`src/ttae_pkg.sv`:
```
`timescale 1ns / 1ps
// Shared types and constants for the three-tap echo core.
package ttae_pkg;

    // Delay ring geometry
    localparam int RING_DEPTH = 65536;
    localparam int RING_AW    = $clog2(RING_DEPTH);

    // Field widths
    localparam int SAMPLE_W = 8;
    localparam int DELAY_W  = 16;
    localparam int GAIN_W   = 9;
    localparam int NORM_W   = 17;
    localparam int COUNT_W  = 17;
    localparam logic [COUNT_W-1:0] COUNT_MAX = {COUNT_W{1'b1}};

    // Width for ring address arithmetic: holds RING_DEPTH and any delay
    localparam int CALC_W = ((RING_AW > DELAY_W) ? RING_AW : DELAY_W) + 1;

    // Shared multiplier operands and accumulator
    localparam int OPA_W = 19;
    localparam int OPB_W = 18;
    localparam int ACC_W = OPA_W + OPB_W;
    localparam int SAT_W = ACC_W + 2;

    localparam int OFFSET = 128;
    localparam int FRAC_W = 24;

    // APB register map
    localparam int PADDR_W = 5;
    localparam int PDATA_W = 32;

    typedef enum logic [2:0] {
        REG_DELAY_ONE   = 3'd0,
        REG_DELAY_TWO   = 3'd1,
        REG_DELAY_THREE = 3'd2,
        REG_GAIN_ONE    = 3'd3,
        REG_GAIN_TWO    = 3'd4,
        REG_GAIN_THREE  = 3'd5,
        REG_NORM_RECIP  = 3'd6
    } reg_idx_t;

    typedef enum logic [1:0] {
        MAC_HOLD,
        MAC_LOAD,
        MAC_ADD
    } mac_op_t;

    typedef enum logic [2:0] {
        ST_IDLE,
        ST_LOAD,
        ST_TAP,
        ST_NORM,
        ST_SAT
    } state_t;

endpackage

```
`src/ttae_mac.sv`:
```
`timescale 1ns / 1ps
// Shared multiply-accumulate unit: acc = a*b, acc + a*b, or holds its value.
module ttae_mac
    import ttae_pkg::*;
(
    input  logic                    clk,
    input  mac_op_t                 op,
    input  logic signed [OPA_W-1:0] op_a,
    input  logic signed [OPB_W-1:0] op_b,
    output logic signed [ACC_W-1:0] acc
);

    logic signed [ACC_W-1:0] acc_reg;
    logic signed [ACC_W-1:0] acc_next;
    logic signed [ACC_W-1:0] product;

    assign product = op_a * op_b;

    always_comb
    begin
        case (op)
            MAC_LOAD: acc_next = product;
            MAC_ADD:  acc_next = acc_reg + product;
            default:  acc_next = acc_reg;
        endcase
    end

    always_ff @(posedge clk)
    begin
        acc_reg <= acc_next;
    end

    assign acc = acc_reg;

endmodule

```
`config.mk`:
```
export PLATFORM = sky130hd
export DESIGN_NAME = ttae_mac
export DESIGN_NICKNAME = d
export VERILOG_FILES = /design/src/ttae_pkg.sv /design/src/ttae_mac.sv
export SDC_FILE = /design/constraint.sdc
export NUM_CORES = 1
export LEC_CHECK = 0
export ABC_AREA = 1
export ABC_CLOCK_PERIOD_IN_PS = 10500
export BUFFER_PORTS_ARGS = -buffer_cell sky130_fd_sc_hd__clkbuf_2
export CORE_UTILIZATION = 45
export DETAILED_ROUTE_END_ITERATION = 12
export GPL_ROUTABILITY_DRIVEN = 0
export PLACE_DENSITY = 0.67
export SLEW_MARGIN = 40
export SYNTH_ARGS = -nofsm -noshare
export SYNTH_HDL_FRONTEND = slang
export SYNTH_SLANG_ARGS = --single-unit
```
`constraint.sdc`:
```
create_clock -name clk -period 10.5 [get_ports clk]
set_input_delay 1.575 -clock clk [delete_from_list [all_inputs] [get_ports clk]]
set_output_delay 1.575 -clock clk [all_outputs]
set_load 0.05 [all_outputs]
```
==> results of run 1 <==
==> worst max path at each step <==
stage / end / startpoint / slack [ns] / cells past startpoint
after detailed placement: acc[34]$_DFFE_PP_ / op_b[0] / 1.45 / 29
final: acc[30]$_DFFE_PP_ / op_b[0] / 1.77 / 29
after global placement: acc[34]$_DFFE_PP_ / op_b[0] / 1.53 / 29
after global routing: acc[34]$_DFFE_PP_ / op_a[18] / 1.20 / 32
after CTS: acc[34]$_DFFE_PP_ / op_b[0] / 1.74 / 29
after floorplan: acc[36]$_DFFE_PP_ / op_a[18] / 2.21 / 33
==> per-stage QoR <==
| stage | instance area (um2) | worst slack, ns | instances | hold slack [ns] |
|---|---|---|---|---|
| 2_1_floorplan | 17790 | 2.207 | 2434 | 1.013 |
| 3_3_place_gp | 18530 | 1.530 | 2950 | 0.6758 |
| 3_5_place_dp | 18530 | 1.446 | 2950 | 0.6846 |
| 4_1_cts | 18670 | 1.737 | 2958 | 0.7006 |
| 5_1_grt | 18670 | 1.196 | 2958 | 0.7397 |
| 6_report | 18670 | 1.769 | 2958 | 0.7036 |
==> routing by layer <==
| metal | GRT usage | wire length, um |
|---|---|---|
| met5 | 0 | 0 |
| met3 | 0.02419 | 2765 |
| met1 | 0.3248 | 19620 |
| met4 | 0.07361 | 1393 |
| met2 | 0.4020 | 21680 |
==> logic make-up (layout without fill, tap and decap cells) <==
family | Yosys count | after routing | share of synthesized area
AO/OA/AOI/OAI | 172 | 172 | 0.05705
buffers and inverters | 775 | 781 | 0.1638
flip-flops | 37 | 37 | 0.06247
XOR/XNOR | 34 | 34 | 0.01759
adder cells (fa/ha/maj) | 483 | 483 | 0.4858
AND/OR/NAND/NOR | 933 | 933 | 0.2133
==> cells in the mapped netlist, drive strengths merged <==
library cell  number  share of area
a21boi             3         0.0013
a21o              11         0.0046
a21oi             80          0.024
a31oi              4         0.0014
and2              10         0.0035
and3               1        0.00035
buf               21         0.0046
clkbuf            61          0.013
edfxtp            37          0.062
fa               346           0.39
ha               137          0.096
inv              693           0.15
nand2            660           0.14
nand2b             1        0.00035
nand3             75          0.021
nand3b            15         0.0063
nand4             16         0.0056
nor2             132          0.028
nor3              13         0.0045
nor4               2        0.00070
o2111ai            1        0.00049
o211ai             1        0.00042
o21a               2        0.00084
o21ai             53          0.016
o21bai            17         0.0072
or2                8         0.0028
xnor2             12         0.0063
xor2              22          0.011
==> critical path, delay by kind of cell <==
family          cells  cell delay (ns)
fa+ha+maj           8             3.81
simple gates       11             1.61
buf+inv             7             1.05
compound gates      3             0.71
==> final cells by class <==
cell class	count	area [um2]
clock buffer	5	125.1
fill	3817	20160
inverter	693	2601
clock inverter	3	12.51
timing repair buffer	80	410.4
tap	518	648.1
multi-input combinational	1622	13760
sequential	37	1111
==> metrics, run 1 <==
TritonCTS clock tree built; # IOs 77; Core Util, Final 0.4809; total grt overflow 0; Max Slew Vio Count 0; # setup viols final 0; drc violations 0; Worst Setup Path Type input port to flop; post-route ant nets 0; HP Class flop to flop; post-CTS sizing 0; initial antenna violation count 1; I/O Buffers 76; Reg clk slew, reported paths roughly 0.070 ns; YS warnings 0; final period utilization 0.8315; final hold violation count 0; Yosys reg bits 37; sequential fraction of the synthesis area 0.06247; Nets 2962; CTS Buffer Depth 2; Syn Std Cell Area 17790 um2; Worst path slowest cell ha_1; # Post-CTS Setup Buffers 0; most frequent cells in the layout inv_1, nand2_1, fa_1; Critical Path RT roughly 11 ns; Rel. slew slack 0.4810; vias per cell 5.044; WL per Instance 15.37 um; commonest non-fill, non-tap cell in the layout inv_1; setup total negative slack 0 ns; chip width 200.8 um; Initial DRT Pass Iterations 7; Worst Hold Launch acc[0]$_DFFE_PP_; Mean Syn Cell Area 7.307 um2; CTS Hold Bufs 0; CP Capture Type flop; Fin Clk Skew 0.01604 ns; WP data arrival 8.79 ns; Distinct cells, synth 39; Max FO, Critical Path 19; unrepaired setup endpoints after global routing no; DIE HEIGHT around 200 um; Post-Syn Nets 2957; # diodes 0; drt initial violations 988; FF-to-FF path depth 11; status finished, final reports clean; max incr delay on CP approximately 0.55 ns; clock latency on the worst-skew pair 0.30 ns; Post-Route WL 45460 um; DP HPWL roughly 39000 um; Root Buffer clkbuf_16; core area between 30000 and 40000 um2; fmax 0.1145 GHz; H-tree depth 2; post-layout minimum cycle time 8.731 ns; most frequent CP cell inv_1; Worst-Margin Slew ~0.78 ns; GRT Util Overall 0.2388; setup slack, reg-to-reg 7.87 ns; vias post-DR 14919; Initial Utilization 0.4581; first-pass GRT wire length 78090 um; CTS sink count 37; die area 40320 um2; vias in the first global route 15894; Area Overhead vs Synth 4.974%; max_cap viols 0; Cells after Synth 2434; Hold Crit Depth 3; share of cells above drive strength 1 0.04959; max FFs per register 37; Inserted Clock Buffers 5; worst r2r src acc[0]$_DFFE_PP_; crit path launch type input port; r2r endpoint acc[30]$_DFFE_PP_; Hold EP acc[0]$_DFFE_PP_; largest net degree at the start of global routing 38; row count 72
Power of run 1 is not shown: default switching activity piles up to over one toggle a cycle in this logic, so the estimate is an artifact.
==> run 2: changes to the inputs <==
--- a/config.mk
+++ b/config.mk
@@ -6,12 +6,12 @@
 export NUM_CORES = 1
 export LEC_CHECK = 0
 export ABC_AREA = 1
-export ABC_CLOCK_PERIOD_IN_PS = 10500
+export ABC_CLOCK_PERIOD_IN_PS = 7200
 export BUFFER_PORTS_ARGS = -buffer_cell sky130_fd_sc_hd__clkbuf_2
 export CORE_UTILIZATION = 45
 export DETAILED_ROUTE_END_ITERATION = 12
 export GPL_ROUTABILITY_DRIVEN = 0
-export PLACE_DENSITY = 0.67
+export PLACE_DENSITY = 0.7
 export SLEW_MARGIN = 40
 export SYNTH_ARGS = -nofsm -noshare
 export SYNTH_HDL_FRONTEND = slang
==> constraint.sdc (replaced) <==
create_clock -name clk -period 7.2 [get_ports clk]
set_input_delay 1.08 -clock clk [delete_from_list [all_inputs] [get_ports clk]]
set_output_delay 1.08 -clock clk [all_outputs]
set_load 0.05 [all_outputs]
==> run 2 against run 1 <==
Effect of this change:
- the flow now finishes with violations (setup timing)
- register-to-register slack lost 3.5 ns
- count of clock-buffer cells in the layout is the same
- flip-flop and latch count did not move
- global-route usage grew 3.1 points
- first-iteration DRC count grew 58%
- clock skew decreased by 0.0090 ns
- sequential share of layout area is 1.3 points lower
- worst hold slack gained 0.013 ns
==> metrics, run 2 (synthesis gave the netlist of run 1 again) <==
share of cells above drive strength 1 0.3038; WL per Instance around 18 um; max incr delay on CP roughly 0.54 ns; Core Util, Final 0.6147; final hold violation count 0; chip width between 200 and 250 um; final period utilization 1.056; Max Slew Vio Count 0; GRT Util Overall 0.2702; CP Capture Type flop; # diodes 0; FF+latch area 1111 um2; unrepaired setup endpoints after global routing yes; Final WS setup -0.4041 ns; CTS sink count 37; TritonCTS clock tree built; Area Overhead vs Synth 34.18%; crit path launch type input port; clock latency on the worst-skew pair 0.29 ns; most frequent cells in the layout inv_1, nand2_1, fa_1; core area 38830 um2; commonest non-fill, non-tap cell in the layout inv_1; # IOs 77; die area 40320 um2; Initial DRT Pass Iterations 6; Cell Count, Final, Fillers Out roughly 3300; Max FO, Critical Path 4; status finished, violations left; I/O Buffers 76; Nets 3302; vias in the first global route 17862; Inserted Clock Buffers 5; Fin Clk Skew 0.007059 ns; Rel. slew slack 0.6424; Initial Utilization 0.4581; cell area after layout 23870 um2; Worst path slowest cell fa_2; largest net degree at the start of global routing 49; Fill cells 3085; Post-Route WL 58370 um; CTS Buffer Depth 2; Reg clk slew, reported paths 0.06 ns; Worst-Margin Slew 0.5364 ns; DP HPWL 43930 um; placed cell count 3235; row count approximately 70; total grt overflow 0; hold slack 0.7163 ns; drc violations 0; WP data arrival 7.65 ns; post-route ant nets 0; first-pass GRT wire length 88240 um; multi-input logic area 16030 um2; # setup viols final 17; DIE HEIGHT 200.8 um; drt initial violations 1565; max FFs per register 37; post-placement cell area 21100 um2; HP Class flop to flop; initial antenna violation count 0; Root Buffer clkbuf_16; Critical Path RT 7.25 ns; violated checks setup timing; vias post-DR ~17000; CTS Hold Bufs 0; H-tree depth 2; post-layout minimum cycle time 7.604 ns; max_cap viols 0; Worst Setup Path Type input port to flop; fmax 0.1315 GHz; vias per cell between 5 and 6
==> run 2: cell type report <==
cell class | instances | share of cell area
multi-input combinational | 1622 | 0.6716
timing repair buffer | 420 | 0.1392
inverter | 693 | 0.1099
sequential | 37 | 0.04656
tap | 518 | 0.02716
clock buffer | 5 | 0.005243
clock inverter | 1 | 0.0002097
==> run 2: worst max-delay path: cells and delay by family <==
family | cells | cell delay, ns
adder cells (fa/ha/maj) | 8 | 3.67
buffers and inverters | 8 | 0.63
AO/OA/AOI/OAI | 2 | 0.25
AND/OR/NAND/NOR | 14 | 1.64
XOR/XNOR | 1 | 0.34
==> run 2: timing repair <==
| action | in CTS | in global routing |
|---|---|---|
| endpoints found under the hold margin | 0 | 0 |
| pin swaps | 92 | 101 |
| setup buffers | 31 | 23 |
| endpoints found under the setup margin | 23 | 26 |
| resized for setup | 284 | 262 |
| cloned | 0 | 2 |
==> run 2: worst paths after layout <==
path	start	to	slack (ns)	cells after the start
worst min-delay path	acc[0]$_DFFE_PP_	acc[0]$_DFFE_PP_	0.72	3
worst min register to register	acc[0]$_DFFE_PP_	acc[0]$_DFFE_PP_	0.72	3
worst max-delay path	op_b[17]	acc[33]$_DFFE_PP_	-0.40	33
worst max register to register	acc[0]$_DFFE_PP_	acc[22]$_DFFE_PP_	4.37	11
==> run 2: routing by layer <==
layer	part of all wire	vias up	global-route usage
li1	-	7735	-
met1	0.38	8393	0.3438
met2	0.50	914	0.4740
met3	0.064	289	0.02256
met4	0.061	0	0.1107
met5	0	-	0
==> run 2: stage by stage <==
stage | setup WS [ns] | setup TNS, ns
floorplan | 0.00004174 | 0
global placement | -0.7860 | -13.30
detailed placement | -0.7700 | -14.18
CTS | -0.1794 | -1.257
global route | -0.6428 | -8.708
finish | -0.4041 | -4.532
Power of run 2 is left out for the same reason.
